==> src/cfd_pkg.sv <==
`timescale 1ns / 1ps
// ----------------------------------------------------------------------------
// cfd_pkg
// Shared types and constants for the control frame deframer.
// ----------------------------------------------------------------------------
package cfd_pkg;

  localparam int unsigned BYTE_W    = 8;
  localparam int unsigned STATUS_W  = 3;
  localparam int unsigned CFG_ADDR_W = 4;
  localparam int unsigned CFG_DATA_W = 32;

  // shortest legal frame: two sync bytes, length, one data byte, checksum
  localparam logic [BYTE_W-1:0] MIN_FRAME_LENGTH = 8'd5;

  // fixed header positions
  localparam logic [BYTE_W-1:0] POS_HDR1 = 8'd0;
  localparam logic [BYTE_W-1:0] POS_HDR2 = 8'd1;
  localparam logic [BYTE_W-1:0] POS_LEN  = 8'd2;
  localparam logic [BYTE_W-1:0] POS_DATA = 8'd3;

  // register indexes (paddr[3:2])
  typedef enum logic [1:0] {
    REG_HEADER_FIRST  = 2'd0,
    REG_HEADER_SECOND = 2'd1,
    REG_MAX_LENGTH    = 2'd2,
    REG_UNUSED        = 2'd3
  } reg_idx_t;

  typedef enum logic [1:0] {
    PH_HUNT = 2'd0,
    PH_HDR2 = 2'd1,
    PH_LEN  = 2'd2,
    PH_DATA = 2'd3
  } phase_t;

  typedef enum logic [STATUS_W-1:0] {
    ST_IGNORED = 3'd0,
    ST_BYTE    = 3'd1,
    ST_GOOD    = 3'd2,
    ST_BAD     = 3'd3,
    ST_ABORT   = 3'd4
  } status_t;

  typedef struct packed {
    logic [BYTE_W-1:0] header_first;
    logic [BYTE_W-1:0] header_second;
    logic [BYTE_W-1:0] max_frame_length;
  } cfg_regs_t;

  typedef struct packed {
    logic [BYTE_W-1:0] data_byte;
    logic [BYTE_W-1:0] byte_position;
    status_t           status;
  } result_t;

endpackage

==> src/cfd_regs.sv <==
`timescale 1ns / 1ps
// ----------------------------------------------------------------------------
// cfd_regs
// APB-style configuration registers: sync bytes and maximum frame length.
// ----------------------------------------------------------------------------
module cfd_regs (
  input  logic                                clk,
  input  logic                                rst_n,
  input  logic                                cfg_psel,
  input  logic                                cfg_penable,
  input  logic                                cfg_pwrite,
  input  logic [cfd_pkg::CFG_ADDR_W-1:0]      cfg_paddr,
  input  logic [cfd_pkg::CFG_DATA_W-1:0]      cfg_pwdata,
  output logic [cfd_pkg::CFG_DATA_W-1:0]      cfg_prdata,
  output logic                                cfg_pready,
  output cfd_pkg::cfg_regs_t                  cfg_o
);
  import cfd_pkg::*;

  cfg_regs_t cfg_r;
  cfg_regs_t cfg_nxt;
  reg_idx_t  idx;
  logic      wr_en;

  assign idx        = reg_idx_t'(cfg_paddr[CFG_ADDR_W-1:2]);
  assign cfg_pready = 1'b1;
  assign wr_en      = cfg_psel && cfg_penable && cfg_pwrite && cfg_pready;

  // register write decode
  always_comb begin
    cfg_nxt = cfg_r;
    if (wr_en) begin
      case (idx)
        REG_HEADER_FIRST:  cfg_nxt.header_first     = cfg_pwdata[BYTE_W-1:0];
        REG_HEADER_SECOND: cfg_nxt.header_second    = cfg_pwdata[BYTE_W-1:0];
        REG_MAX_LENGTH:    cfg_nxt.max_frame_length = cfg_pwdata[BYTE_W-1:0];
        default:           cfg_nxt = cfg_r;
      endcase
    end
  end

  always_ff @(posedge clk) begin
    if (!rst_n) begin
      cfg_r.header_first     <= 8'd85;
      cfg_r.header_second    <= 8'd170;
      cfg_r.max_frame_length <= 8'd128;
    end else begin
      cfg_r <= cfg_nxt;
    end
  end

  // read mux
  always_comb begin
    case (idx)
      REG_HEADER_FIRST:  cfg_prdata = {{(CFG_DATA_W-BYTE_W){1'b0}}, cfg_r.header_first};
      REG_HEADER_SECOND: cfg_prdata = {{(CFG_DATA_W-BYTE_W){1'b0}}, cfg_r.header_second};
      REG_MAX_LENGTH:    cfg_prdata = {{(CFG_DATA_W-BYTE_W){1'b0}}, cfg_r.max_frame_length};
      default:           cfg_prdata = '0;
    endcase
  end

  assign cfg_o = cfg_r;

endmodule

==> src/cfd_parse.sv <==
`timescale 1ns / 1ps
// ----------------------------------------------------------------------------
// cfd_parse
// Frame parser state machine: phase, byte count, length and running sum.
// ----------------------------------------------------------------------------
module cfd_parse (
  input  logic                          clk,
  input  logic                          rst_n,
  input  logic                          take,
  input  logic [cfd_pkg::BYTE_W-1:0]    rx_byte,
  input  cfd_pkg::cfg_regs_t            cfg,
  output cfd_pkg::result_t              result
);
  import cfd_pkg::*;

  phase_t            phase_r, phase_nxt;
  logic [BYTE_W-1:0] taken_r, taken_nxt;
  logic [BYTE_W-1:0] length_r, length_nxt;
  logic [BYTE_W-1:0] sum_r, sum_nxt;
  logic [BYTE_W-1:0] sum_add;
  logic              len_ok;
  logic              last_byte;

  assign sum_add   = sum_r + rx_byte;
  assign len_ok    = (rx_byte >= MIN_FRAME_LENGTH) && (rx_byte <= cfg.max_frame_length);
  assign last_byte = ({1'b0, taken_r} + 9'd1) >= {1'b0, length_r};

  // next state
  always_comb begin
    phase_nxt  = phase_r;
    taken_nxt  = taken_r;
    length_nxt = length_r;
    sum_nxt    = sum_r;
    case (phase_r)
      PH_HUNT: begin
        if (rx_byte == cfg.header_first) begin
          phase_nxt = PH_HDR2;
          taken_nxt = POS_HDR2;
          sum_nxt   = rx_byte;
        end
      end
      PH_HDR2: begin
        if (rx_byte == cfg.header_second) begin
          phase_nxt = PH_LEN;
          taken_nxt = POS_LEN;
          sum_nxt   = sum_add;
        end else begin
          phase_nxt = PH_HUNT;
          taken_nxt = '0;
          sum_nxt   = '0;
        end
      end
      PH_LEN: begin
        if (len_ok) begin
          phase_nxt  = PH_DATA;
          taken_nxt  = POS_DATA;
          length_nxt = rx_byte;
          sum_nxt    = sum_add;
        end else begin
          phase_nxt = PH_HUNT;
          taken_nxt = '0;
          sum_nxt   = '0;
        end
      end
      default: begin
        if (last_byte) begin
          phase_nxt = PH_HUNT;
          taken_nxt = '0;
          sum_nxt   = '0;
        end else begin
          taken_nxt = taken_r + 8'd1;
          sum_nxt   = sum_add;
        end
      end
    endcase
  end

  // result for the byte on the input
  always_comb begin
    result.data_byte     = rx_byte;
    result.byte_position = POS_HDR1;
    result.status        = ST_IGNORED;
    case (phase_r)
      PH_HUNT: begin
        if (rx_byte == cfg.header_first) result.status = ST_BYTE;
      end
      PH_HDR2: begin
        result.byte_position = POS_HDR2;
        result.status = (rx_byte == cfg.header_second) ? ST_BYTE : ST_ABORT;
      end
      PH_LEN: begin
        result.byte_position = POS_LEN;
        result.status = len_ok ? ST_BYTE : ST_ABORT;
      end
      default: begin
        result.byte_position = taken_r;
        if (last_byte) begin
          result.status = (rx_byte == sum_r) ? ST_GOOD : ST_BAD;
        end else begin
          result.status = ST_BYTE;
        end
      end
    endcase
  end

  always_ff @(posedge clk) begin
    if (!rst_n) begin
      phase_r  <= PH_HUNT;
      taken_r  <= '0;
      length_r <= '0;
      sum_r    <= '0;
    end else if (take) begin
      phase_r  <= phase_nxt;
      taken_r  <= taken_nxt;
      length_r <= length_nxt;
      sum_r    <= sum_nxt;
    end
  end

endmodule

==> src/control_frame_deframer.sv <==
`timescale 1ns / 1ps
// ----------------------------------------------------------------------------
// control_frame_deframer
// Hunts for sync/length/checksum control frames in a received byte stream.
// ----------------------------------------------------------------------------
// Usage:
//   in_*  : one received byte per transfer in in_tdata[7:0].
//   out_* : one result per input byte; out_tdata holds the echoed byte and
//           its position in the frame, out_tuser holds the status code
//           (ignored, frame byte, done good, done bad checksum, aborted).
//   cfg_* : APB-style port; 0x0 first sync byte, 0x4 second sync byte,
//           0x8 maximum frame length. pready is always high.
// Output: a result appears on out_* in the cycle after its byte is taken.
// Throughput: one byte per cycle unless the receiver stalls; parser state
//   and running checksum update per taken byte, and the output register is
//   written whenever it is empty or being drained in the same cycle.
// Reset (rst_n low, synchronous): registers return to sync bytes 0x55/0xAA
//   and maximum length 128, the parser goes back to hunting, the output
//   register empties.
// Receiver stall: the result holds on out_*; in_tready drops until it is
//   taken, so no byte is lost.
// ----------------------------------------------------------------------------
module control_frame_deframer (
  input  logic        clk,
  input  logic        rst_n,
  // input byte stream
  input  logic        in_tvalid,
  output logic        in_tready,
  input  logic [7:0]  in_tdata,    // [7:0] rx_byte
  // result stream
  output logic        out_tvalid,
  input  logic        out_tready,
  output logic [15:0] out_tdata,   // [7:0] data_byte, [15:8] byte_position
  output logic [2:0]  out_tuser,   // [2:0] status
  // configuration
  input  logic        cfg_psel,
  input  logic        cfg_penable,
  input  logic        cfg_pwrite,
  input  logic [3:0]  cfg_paddr,
  input  logic [31:0] cfg_pwdata,
  output logic [31:0] cfg_prdata,
  output logic        cfg_pready
);
  import cfd_pkg::*;

  cfg_regs_t cfg;
  result_t   result;
  result_t   out_r;
  logic      out_valid_r;
  logic      take;

  cfd_regs u_regs (
    .clk         (clk),
    .rst_n       (rst_n),
    .cfg_psel    (cfg_psel),
    .cfg_penable (cfg_penable),
    .cfg_pwrite  (cfg_pwrite),
    .cfg_paddr   (cfg_paddr),
    .cfg_pwdata  (cfg_pwdata),
    .cfg_prdata  (cfg_prdata),
    .cfg_pready  (cfg_pready),
    .cfg_o       (cfg)
  );

  // input accepted whenever the result register is free or draining
  assign in_tready = !out_valid_r || out_tready;
  assign take      = in_tvalid && in_tready;

  cfd_parse u_parse (
    .clk     (clk),
    .rst_n   (rst_n),
    .take    (take),
    .rx_byte (in_tdata),
    .cfg     (cfg),
    .result  (result)
  );

  // result register
  always_ff @(posedge clk) begin
    if (!rst_n) begin
      out_valid_r <= 1'b0;
    end else if (take) begin
      out_valid_r <= 1'b1;
    end else if (out_tready) begin
      out_valid_r <= 1'b0;
    end
  end

  always_ff @(posedge clk) begin
    if (take) begin
      out_r <= result;
    end
  end

  assign out_tvalid = out_valid_r;
  assign out_tdata  = {out_r.byte_position, out_r.data_byte};
  assign out_tuser  = out_r.status;

endmodule

==> config.mk <==
export PLATFORM = sky130hd
export DESIGN_NAME = control_frame_deframer
export DESIGN_NICKNAME = d
export VERILOG_FILES = /design/src/cfd_pkg.sv /design/src/cfd_regs.sv /design/src/cfd_parse.sv /design/src/control_frame_deframer.sv
export SDC_FILE = /design/constraint.sdc
export NUM_CORES = 1
export LEC_CHECK = 0
export BUFFER_PORTS_ARGS = -buffer_cell sky130_fd_sc_hd__buf_2
export CORE_MARGIN = 2
export CORE_UTILIZATION = 38
export DETAILED_ROUTE_END_ITERATION = 8
export GPL_TIMING_DRIVEN = 0
export MAX_ROUTING_LAYER = met4
export PLACE_DENSITY = 0.64
export SLEW_MARGIN = 20
export SYNTH_ARGS = -nofsm -noshare
export SYNTH_HDL_FRONTEND = slang
export SYNTH_SLANG_ARGS = --single-unit
==> constraint.sdc <==
create_clock -name clk -period 2.55 [get_ports clk]
set_clock_uncertainty 0.2 [all_clocks]
set_input_delay 0 -clock clk [delete_from_list [all_inputs] [get_ports clk]]
set_output_delay 0 -clock clk [all_outputs]
set_load 0.05 [all_outputs]
==> run_results.csv, run 1 <==
group,metric,value,unit
yosys,synth_edf_count,19,
worst_setup_path,r2r_setup_slack,-0.19,ns
worst_hold_path,min_from,"cfg_penable",
drt,ant_nets,0,
yosys,synth_top_area_cell,"dfxtp_1",
clock_network,cts.sinks,70,
worst_setup_path,worstSetupEndpointType,"flop",
floorplan,rows,38,
power_and_ir_drop,intPower,1.70,mW
timing,timing_hold_violations_final,0,
drt,wirelength,10900,um
worst_setup_path,worst_ep_arrival_time,2.82,ns
yosys,yosysSeqAreaShare,38.3,%
worst_setup_path,path_max_fanout,5,
grt,grt_remaining_overflow,0,
placed_design,place_inst,677,
final_layout,num-nets-final,664,
floorplan,ios,105,
worst_setup_path,critPathSlowestCell,"dfxtp_4",
drt,num_vias,3688,
clock_network,cts_buffer_depth,2,
timing,setup_viol,18,
yosys,synth-seq-cells,70,
grt,antenna_found_initial,0,
worst_setup_path,reg2reg_from,"u_parse.taken_r[1]$_SDFFE_PN0P_",
drt,route.detailed.drc,0,
worst_setup_path,crit_path_start_kind,"flop",
clock_network,h-tree-depth,3,
placed_design,post-place-ws,-0.550,ns
worst_hold_path,holdPathEnd,"u_regs.cfg_o[14]$_SDFFE_PN0P_",
yosys,syn_area,4160,sq um
yosys,syn_avg_cell_area,9.00,sq um
final_layout,area_growth,29.1,%
yosys,synth_flop_cell,"dfxtp_1",
yosys,synth_cell_types,57,
power_and_ir_drop,leakagePower,2.18,nW
yosys,syn_inst,462,
power_and_ir_drop,ir_drop,313,uV
clock_network,numCtsBuffers,9,
yosys,ys_top_cells_by_count,"51 x dfxtp_1, 33 x nand2_1, 32 x nand3_1, 29 x a21oi_1, 29 x o21ai_0",
drt,drt_iter0_markers,166,
final_layout,diodes,0,
timing,rsz0062_at_grt,"yes",
placed_design,portBuffers,52,
yosys,yosysMostFrequentCell,"dfxtp_1",
power_and_ir_drop,pwr_density_cell,463,nW/um^2
drt,dr.pass1.iters,4,
timing,period_needed,2.74,ns
yosys,yosys.area.top_type_share,24.6,%
floorplan,die_h,109,um
power_and_ir_drop,pwr-share-seq,47.5,%
worst_setup_path,cp_slowest_stage_delay,0.40,ns
worst_setup_path,required,2.63,ns
drt,viasPerCell,5.03,
power_and_ir_drop,total_power,2.49,mW
worst_setup_path,r2r_end,"u_parse.sum_r[1]$_SDFFE_PN0P_",
yosys,ys_top_cells_by_area,"dfxtp_1 25%, edfxtp_1 14%, ha_1 7.2%, mux2i_1 5.5%, xnor2_1 5.5%",
timing,finalMaxSlewViolations,0,
grt,grtUsageTotal,19.1,%
run_status,violations,"setup timing",
power_and_ir_drop,p_clk_share,32.1,%
final_layout,drive_above_1_share,26.3,%
worst_setup_path,r2r_cells,11,
timing,fin_crit_sh,108,%
worst_hold_path,hold_depth,5,
placed_design,place_hpwl,7470,um
clock_network,cts.clk_slew.worst_paths,0.08,ns
yosys,synth_warnings,0,
clock_network,cts_tree,"built",
timing,worst_pin_slew,0.930,ns
grt,grt_max_degree,29,
clock_network,clock_latency,0.35,ns
grt,grt_pass1_wl,17200,um
power_and_ir_drop,share_comb_of_total_power,20.4,%
placed_design,routabilityCongestion,0.859,
job,cap_violations,0,
final_layout,fin_cells,733,
worst_hold_path,hold_path.class,"primary input to flop",
floorplan,core,10700,sq um
floorplan,dieArea,11800,sq um
power_and_ir_drop,power_switching,782,uW
floorplan,die_w,109,um
power_and_ir_drop,swShare,31.5,%
yosys,async_flop_share,0,%
drt,detail_route.wl_per_cell,14.8,um
floorplan,start_util,38.7,%
timing,fmax,0.365,GHz
clock_network,cts_root_buffer,"clkbuf_8",
timing,slew-limit-headroom,37.7,%
grt,grt_pass1_vias,3601,
worst_setup_path,path_class,"flop to flop",
run_status,status,"finished with violations",
worst_setup_path,cp_cell_sequence,"nand3_4 > or2_4 > xnor2_1 > ha_1 > a211oi_2 > o221ai_2 > a21oi_4 > a22oi_2 > buf_4 > a21bo_1 > a21oi_2",
timing,setup_ws,-0.192,ns
==> repair_timing <==
item,CTS,global route
pin swaps,16,12
cloned,0,1
resized for setup,13,16
hold buffers,22,0
endpoints found under the setup margin,20,20
setup buffers,8,9
hold endpoints to repair,49,0
==> state kept, by name, summed over array words and instances, names as in the netlist <==
signal,cells
out_tdata,16
out_tuser,3
out_tvalid,1
u_parse.length_r,8
u_parse.phase_r,2
u_parse.sum_r,8
u_parse.taken_r,8
u_regs.cfg_o,24
==> power groups by stage <==
| stage | logic [mW] | registers (mW) | clock network, mW |
|---|---|---|---|
| 5_1_grt | 0.540 | 1.19 | 0.862 |
| 3_5_place_dp | 0.465 | 1.21 | 0 |
| 4_1_cts | 0.495 | 1.18 | 0.807 |
| 3_3_place_gp | 0.458 | 1.21 | 0 |
| 2_1_floorplan | 0.296 | 1.27 | 0 |
| 6_report | 0.506 | 1.18 | 0.798 |
==> per-layer routing <==
metal | vias up | wire length [um] | GRT usage, %
met3 | 19 | 628 | 2.23
met2 | 120 | 5140 | 31.0
met1 | 1712 | 4880 | 24.5
met5 | - | 0 | -
li1 | 1837 | - | -
met4 | 0 | 218 | 7.23
==> kinds of logic (layout without fill, tap and decap cells) <==
| group | Yosys count | in the layout | share of synthesized area (%) |
|---|---|---|---|
| AO/OA/AOI/OAI | 112 | 112 | 17.6 |
| XOR/XNOR | 28 | 28 | 5.90 |
| adder cells (fa/ha/maj) | 25 | 25 | 7.70 |
| buffers and inverters | 72 | 180 | 9.63 |
| flip-flops | 70 | 70 | 38.3 |
| multiplexers | 23 | 23 | 5.54 |
| other | 2 | 25 | 0.181 |
| AND/OR/NAND/NOR | 130 | 130 | 15.2 |
==> critical path: cells and delay by family (launching register included) <==
kind | cells | cell delay, ns
AOI/OAI and AO/OA | 6 | 1.04
xor gates and xnor gates | 1 | 0.15
adders and majority gates | 1 | 0.33
buffers and inverters | 1 | 0.18
DFF | 1 | 0.40
and+or+nand+nor | 2 | 0.37
==> cell usage in the layout, fill, tap and decap left out, drive strengths merged, types with 2 or more instances in the layout <==
cell type,synthesis,layout
a21bo,2,2
a21boi,4,4
a21o,6,6
a21oi,32,32
and2,2,2
and3,9,9
buf,36,106
clkbuf,9,21
clkinv,1,4
conb,2,25
dfxtp,51,51
dlygate4sd3,0,22
edfxtp,19,19
ha,24,24
inv,25,26
mux2i,23,23
nand2,33,33
nand2b,2,2
nand3,32,32
nand4,7,7
nor2,26,26
nor2b,3,3
nor3,6,6
nor3b,3,3
nor4,3,3
o211ai,2,2
o21a,8,8
o21ai,39,39
o21bai,3,3
o221a,4,4
or2,2,2
xnor2,26,26
xor2,2,2
==> worst max path at each step <==
stage,to,from
2_1_floorplan,u_parse.taken_r[2]$_SDFFE_PN0P_,u_parse.taken_r[1]$_SDFFE_PN0P_
3_3_place_gp,u_parse.taken_r[2]$_SDFFE_PN0P_,u_parse.taken_r[1]$_SDFFE_PN0P_
3_5_place_dp,u_parse.taken_r[2]$_SDFFE_PN0P_,u_parse.taken_r[1]$_SDFFE_PN0P_
4_1_cts,u_parse.sum_r[1]$_SDFFE_PN0P_,u_parse.taken_r[1]$_SDFFE_PN0P_
5_1_grt,u_parse.sum_r[3]$_SDFFE_PN0P_,u_parse.taken_r[2]$_SDFFE_PN0P_
6_report,u_parse.sum_r[1]$_SDFFE_PN0P_,u_parse.taken_r[1]$_SDFFE_PN0P_
==> layout make-up <==
class	instances	area [sq um]
fillers	1037	5380
repair buffers	92	626
multi-input cells	343	2390
well taps	140	175
inverters	27	103
plain buffers	45	299
clock buffers	12	145
flip-flops and latches	70	1610
clock inverters	4	21.3
==> metrics by stage <==
step                      instance area, sq um  setup TNS [ns]  util (%)  hold WS (ns)
final                                     5370           -2.16      50.0        0.0341
after detailed placement                  4710           -8.67      43.8        0.0172
after global routing                      5370           -4.21      50.0        0.0960
after CTS                                 5210           -1.94      48.5        0.0299
after floorplan                           4270          -0.286         -        -0.101
after global placement                    4710           -7.64      43.8        0.0206
Power figures use the tool's default switching activity.
==> run 2: changes to the inputs <==
CORE_UTILIZATION = 43   (was 38)
PLACE_DENSITY = 0.7   (was 0.64)
==> run 2 against run 1 <==
The flow still finishes with violations (setup timing). Global-route usage rose by 3.6 points. Setup slack improved by 0.0026 ns. Fmax is essentially flat. Critical path type unchanged. Flip-flop and latch count unchanged. Highest routed layer unchanged. Largest cell class unchanged. Register-to-register slack about the same. Utilization rose by 8.0 points.
==> run_results.csv, run 2 (synthesized netlist as in run 1, its figures left out) <==
group,metric,value,unit
timing,rsz0062_at_grt,"yes",
floorplan,rows,35,
floorplan,dieArea,10500,sq um
drt,drt_iter0_markers,280,
worst_setup_path,path_class,"flop to flop",
worst_setup_path,r2r_end,"u_parse.taken_r[0]$_SDFFE_PN0P_",
drt,ant_nets,0,
final_layout,diodes,0,
clock_network,cts.sinks,70,
job,cap_violations,0,
clock_network,cts_tree,"built",
drt,detail_route.wl_per_cell,15.6,um
drt,wirelength,11300,um
run_status,violations,"setup timing",
worst_setup_path,worstSetupEndpointType,"flop",
floorplan,die_h,102,um
final_layout,largest_reg_flops,24,
power_and_ir_drop,pwr_density_cell,492,nW/um^2
clock_network,cts.clk_slew.worst_paths,0.08,ns
grt,antenna_found_initial,0,
final_layout,layout_common_cells,"55 x buf_2, 45 x dfxtp_1, 43 x buf_4",
drt,wl_met2,5290,um
floorplan,ios,105,
timing,period_needed,2.74,ns
worst_setup_path,critPathSlowestCell,"dfxtp_4",
grt,grt_max_degree,29,
worst_setup_path,crit_path_start_kind,"flop",
worst_hold_path,holdPathEnd,"u_regs.cfg_o[14]$_SDFFE_PN0P_",
final_layout,drive_above_1_share,27.0,%
placed_design,place_inst,666,
worst_setup_path,path_common_cell,"ha_4",
worst_setup_path,reg2reg_from,"u_parse.taken_r[0]$_SDFFE_PN0P_",
timing,setup_tns,-2.03,ns
timing,fin_crit_sh,107,%
clock_network,clock_latency,0.35,ns
grt,grt_remaining_overflow,0,
drt,num_vias,3852,
clock_network,numCtsBuffers,9,
grt,grtUsageTotal,22.7,%
timing,timing_hold_violations_final,0,
clock_network,cts_buffer_depth,2,
power_and_ir_drop,ir_drop,236,uV
clock_network,h-tree-depth,3,
worst_setup_path,cp_slowest_stage_delay,0.39,ns
final_layout,nFillCells,798,
worst_setup_path,path_max_fanout,5,
worst_setup_path,cp_cell_sequence,"ha_4 > nand4_1 > or2_4 > xnor2_2 > ha_4 > o21ai_2 > o221ai_2 > a21oi_4 > buf_4 > buf_6 > and3_1 > o221a_2",
placed_design,place_hpwl,7540,um
timing,fmax,0.365,GHz
timing,setup_viol,18,
worst_setup_path,r2r_setup_slack,-0.19,ns
timing,slew-limit-headroom,40.2,%
drt,viasPerCell,5.34,
grt,grt_pass1_vias,3666,
power_and_ir_drop,leakagePower,2.22,nW
timing,setup_ws,-0.190,ns
final_layout,regArea,1610,sq um
floorplan,core,9330,sq um
drt,met1_length,4920,um
drt,dr.pass1.iters,5,
final_layout,fin_cells,721,
floorplan,start_util,44.6,%
worst_hold_path,min_from,"cfg_pwrite",
clock_network,cts_root_buffer,"clkbuf_8",
final_layout,multi_input_area,2400,sq um
grt,grt_pass1_wl,17900,um
timing,worst_pin_slew,0.892,ns
final_layout,layout_commonest_cell,"buf_2",
run_status,status,"finished with violations",
worst_setup_path,worst_ep_arrival_time,2.78,ns
final_layout,area_growth,30.1,%
worst_setup_path,r2r_cells,12,
drt,met3_length,761,um
placed_design,portBuffers,52,
timing,finalMaxSlewViolations,0,
floorplan,die_w,102,um
final_layout,num-nets-final,663,
worst_setup_path,required,2.59,ns
placed_design,routabilityCongestion,0.866,
worst_hold_path,hold_depth,5,
drt,route.detailed.drc,0,
drt,highest_layer,"met4",
worst_hold_path,hold_path.class,"primary input to flop",
-- run 2: timing repair --
item / CTS / global route
pin swaps: 18 / 12
gates resized for setup: 20 / 15
hold endpoints to repair: 48 / 0
buffers inserted: 13 / 4
endpoints found under the setup margin: 20 / 28
hold buffers: 22 / 0
-- run 2: power by group --
part / switching [mW] / internal [mW]
clock network: 0.437 / 0.526
registers: 0.0150 / 1.17
logic: 0.352 / 0.161
-- run 2: worst max path at each step --
stage          slack (ns)                             from                               to  cells after the start
2_1_floorplan       -0.07  u_parse.taken_r[1]$_SDFFE_PN0P_  u_parse.taken_r[2]$_SDFFE_PN0P_                     11
3_3_place_gp        -0.49  u_parse.taken_r[0]$_SDFFE_PN0P_  u_parse.taken_r[2]$_SDFFE_PN0P_                     11
3_5_place_dp        -0.63  u_parse.taken_r[0]$_SDFFE_PN0P_  u_parse.taken_r[2]$_SDFFE_PN0P_                     11
4_1_cts             -0.14  u_parse.taken_r[0]$_SDFFE_PN0P_    u_parse.sum_r[1]$_SDFFE_PN0P_                     12
5_1_grt             -0.34  u_parse.taken_r[0]$_SDFFE_PN0P_    u_parse.sum_r[5]$_SDFFE_PN0P_                     12
6_report            -0.19  u_parse.taken_r[0]$_SDFFE_PN0P_  u_parse.taken_r[0]$_SDFFE_PN0P_                     12
-- run 2: layout make-up --
| class | instances | area share, % |
|---|---|---|
| Tap cell | 129 | 2.98 |
| Inverter | 27 | 1.90 |
| Sequential cell | 70 | 29.7 |
| Buffer | 45 | 5.58 |
| Clock inverter | 3 | 0.370 |
| Multi-Input combinational cell | 343 | 44.4 |
| Timing Repair Buffer | 91 | 11.4 |
| Clock buffer | 13 | 3.73 |
-- run 2: routing by layer --
layer | vias to the layer above | global-route usage [%]
li1 | 1842 | -
met2 | 176 | 37.6
met3 | 32 | 3.15
met4 | 0 | 8.31
met1 | 1802 | 28.2
met5 | - | -
-- run 2: critical path, delay by kind of cell (launching register included) --
family / cells / cell delay [ns]
adder cells (fa/ha/maj): 2 / 0.43
flip-flops: 1 / 0.39
AND/OR/NAND/NOR: 3 / 0.59
AO/OA/AOI/OAI: 4 / 0.61
buffers and inverters: 2 / 0.27
XOR/XNOR: 1 / 0.15
-- run 2: per-stage QoR --
| stage | setup slack [ns] | util [%] | total power [mW] | instance area [sq um] | hold slack (ns) |
|---|---|---|---|---|---|
| after CTS | -0.137 | 57.0 | 2.66 | 5320 | 0.0364 |
| after detailed placement | -0.625 | 50.3 | 1.68 | 4700 | 0.0155 |
| final | -0.190 | 58.0 | 2.66 | 5410 | 0.0635 |
| after global routing | -0.342 | 58.0 | 2.75 | 5410 | 0.0956 |
| after floorplan | -0.0653 | - | 1.56 | 4270 | -0.101 |
| after global placement | -0.493 | 50.3 | 1.67 | 4700 | 0.00987 |
==> run 3: changes to the inputs <==
ABC_AREA = 1   (was not set)
==> run 3 against run 2 <==
The flow still finishes with violations (setup timing). Synthesized area grew 5.7%. Final cell count rose by 19%. Critical path depth up 5.
==> run_results.csv, run 3 <==
group,metric,value,unit
run_status,status,"finished with violations",
run_status,violations,"setup timing",
placed_design,place_hpwl,8510,um
placed_design,place_area,4920,sq um
drt,dr.pass1.iters,5,
placed_design,portBuffers,53,
clock_network,h-tree-depth,3,
worst_setup_path,worst_ep_arrival_time,2.65,ns
worst_setup_path,path_max_fanout,8,
worst_setup_path,cp_slowest_stage_delay,0.39,ns
yosys,synth_flop_cell,"dfxtp_1",
worst_setup_path,r2r_cells,17,
final_layout,num-nets-final,798,
drt,drt_iter0_markers,383,
timing,slew-limit-headroom,49.9,%
drt,num_vias,4431,
clock_network,cts.sinks,70,
grt,grt_remaining_overflow,0,
floorplan,rows,36,
final_layout,design_area,5670,sq um
timing,period_needed,2.58,ns
timing,fin_crit_sh,101,%
final_layout,regArea,1610,sq um
drt,detail_route.wl_per_cell,14.5,um
yosys,synth_top_area_cell,"dfxtp_1",
placed_design,routabilityCongestion,0.902,
worst_setup_path,critical_path.top_delay_family,"simple AND/OR/NAND/NOR gates",
worst_setup_path,r2r_setup_slack,-0.03,ns
yosys,ys_top_cells_by_count,"132 x nand2_1, 76 x inv_1, 52 x nor2_1, 51 x dfxtp_1, 43 x nand3_1",
timing,whs,0.0331,ns
drt,wirelength,12500,um
yosys,synth_warnings,0,
floorplan,dieArea,11000,sq um
timing,setup_viol,9,
final_layout,diodes,0,
worst_setup_path,critPathSlowestCell,"dfxtp_4",
worst_setup_path,cp-endpoint,"u_parse.taken_r[1]$_SDFFE_PN0P_",
timing,timing_hold_violations_final,0,
grt,antenna_found_initial,0,
timing,setup_ws,-0.0315,ns
worst_setup_path,critPathLaunch,"u_parse.taken_r[0]$_SDFFE_PN0P_",
floorplan,ios,105,
clock_network,cts_buffer_depth,2,
final_layout,multi_input_area,2550,sq um
yosys,syn_area,4390,sq um
grt,grtUsageTotal,23.4,%
timing,finalMaxSlewViolations,0,
yosys,yosysMostFrequentCell,"nand2_1",
worst_setup_path,path_common_cell,"nand2_4",
grt,grt_max_degree,29,
yosys,synth_edf_count,19,
final_layout,area_growth,29.0,%
yosys,synth_cell_types,36,
yosys,synth-seq-cells,70,
timing,worst_pin_slew,0.749,ns
yosys,async_flop_share,0,%
clock_network,clock_latency,0.35,ns
timing,rsz0062_at_grt,"yes",
floorplan,die_w,105,um
clock_network,cts_root_buffer,"clkbuf_8",
timing,fmax,0.387,GHz
yosys,ys_top_cells_by_area,"dfxtp_1 23%, edfxtp_1 13%, nand2_1 11%, ha_1 6.8%, inv_1 6.5%",
worst_setup_path,cp_num_cells,17,
grt,grt_pass1_vias,4320,
yosys,syn_avg_cell_area,7.31,sq um
worst_setup_path,r2r_end,"u_parse.taken_r[1]$_SDFFE_PN0P_",
drt,route.detailed.drc,0,
clock_network,cts.clk_slew.worst_paths,0.08,ns
yosys,syn_inst,601,
worst_setup_path,crit_buf_inv,2,
yosys,yosysSeqAreaShare,36.2,%
worst_setup_path,cp_cell_sequence,"ha_4 > nand2_4 > nor2_4 > nand3_2 > xor2_1 > inv_1 > ha_4 > a21o_1 > nand3_2 > nand2_2 > inv_2 > nand2_4 > nor2_8 > nand2_4 > nor2_8 > nand2_1 > a21oi_1",
worst_setup_path,required,2.62,ns
drt,viasPerCell,5.15,
power_and_ir_drop,pwr_density_cell,559,nW/um^2
power_and_ir_drop,leakagePower,2.64,nW
clock_network,cts_tree,"built",
floorplan,core,9860,sq um
grt,grt_pass1_wl,20300,um
final_layout,drive_above_1_share,23.7,%
drt,ant_nets,0,
worst_setup_path,worstSetupEndpointType,"flop",
placed_design,post-place-ws,-0.229,ns
power_and_ir_drop,ir_drop,297,uV
final_layout,layout_commonest_cell,"nand2_1",
floorplan,start_util,44.5,%
final_layout,nFillCells,900,
yosys,yosys.area.top_type_share,23.2,%
final_layout,largest_reg_flops,24,
final_layout,layout_common_cells,"124 x nand2_1, 69 x inv_1, 59 x buf_2",
worst_hold_path,hold_path.class,"primary input to flop",
worst_setup_path,reg2reg_from,"u_parse.taken_r[0]$_SDFFE_PN0P_",
clock_network,numCtsBuffers,9,
worst_setup_path,path_class,"flop to flop",
floorplan,die_h,105,um
job,cap_violations,0,
worst_setup_path,crit_path_start_kind,"flop",
run 3: per-layer routing:
layer  wire length [um]  vias up  track usage [%]
met3                785       30             4.37
met2               6270      179             40.1
met1               5170     2048             27.3
met5                  0        -                -
li1                   -     2174                -
met4                231        0             8.67
run 3: logic make-up after synthesis:
group	Yosys count	share of synthesized area, %
fa+ha+maj	25	7.29
simple gates	275	28.8
buf+inv	119	12.5
flops	70	36.2
other cells	2	0.171
xor+xnor	16	3.19
compound gates	94	11.9
run 3: power breakdown:
group	internal [mW]	switching, mW	total [mW]
clock	0.550	0.441	0.991
sequential	1.20	0.0299	1.23
combinational	0.309	0.643	0.952
run 3: repair_timing:
item	4_1_cts	5_1_grt
resized for setup	27	30
endpoints found under the setup margin	20	28
hold buffers	25	0
cloned	1	0
pin swaps	14	37
endpoints found under the hold margin	44	0
setup buffers	5	3
run 3: layout make-up:
class | count | area share, %
sequential | 70 | 28.3
tap | 133 | 2.94
clock buffer | 10 | 2.25
inverter | 83 | 5.54
clock inverter | 6 | 1.50
timing repair buffer | 86 | 10.3
multi-input combinational | 436 | 45.0
buffer | 36 | 4.17
run 3: how the worst min path moves through the flow:
| stage | from | end | cells past startpoint |
|---|---|---|---|
| 6_report | cfg_psel | u_regs.cfg_o[13]$_SDFFE_PN1P_ | 5 |
| 3_5_place_dp | in_tdata[7] | out_tdata[7]$_DFFE_PP_ | 1 |
| 2_1_floorplan | in_tdata[0] | out_tdata[0]$_DFFE_PP_ | 0 |
| 5_1_grt | cfg_psel | u_regs.cfg_o[13]$_SDFFE_PN1P_ | 5 |
| 4_1_cts | cfg_psel | u_regs.cfg_o[13]$_SDFFE_PN1P_ | 5 |
| 3_3_place_gp | in_tdata[7] | out_tdata[7]$_DFFE_PP_ | 1 |
run 3: worst min-delay path: cells and delay by family:
| family | cells | cell delay (ns) |
|---|---|---|
| buf+inv | 1 | 0.10 |
| simple gates | 4 | 0.43 |
run 3: stage by stage:
stage          TNS [ns]  power, mW  instances  util, %
4_1_cts         -0.0247       3.12        857     56.2
5_1_grt           -2.65       3.30        860     57.4
3_5_place_dp      -2.66       2.06        810     49.9
6_report        -0.0893       3.17        860     57.4
3_3_place_gp      -1.75       2.03        810     49.9
2_1_floorplan         0       1.87        624        -
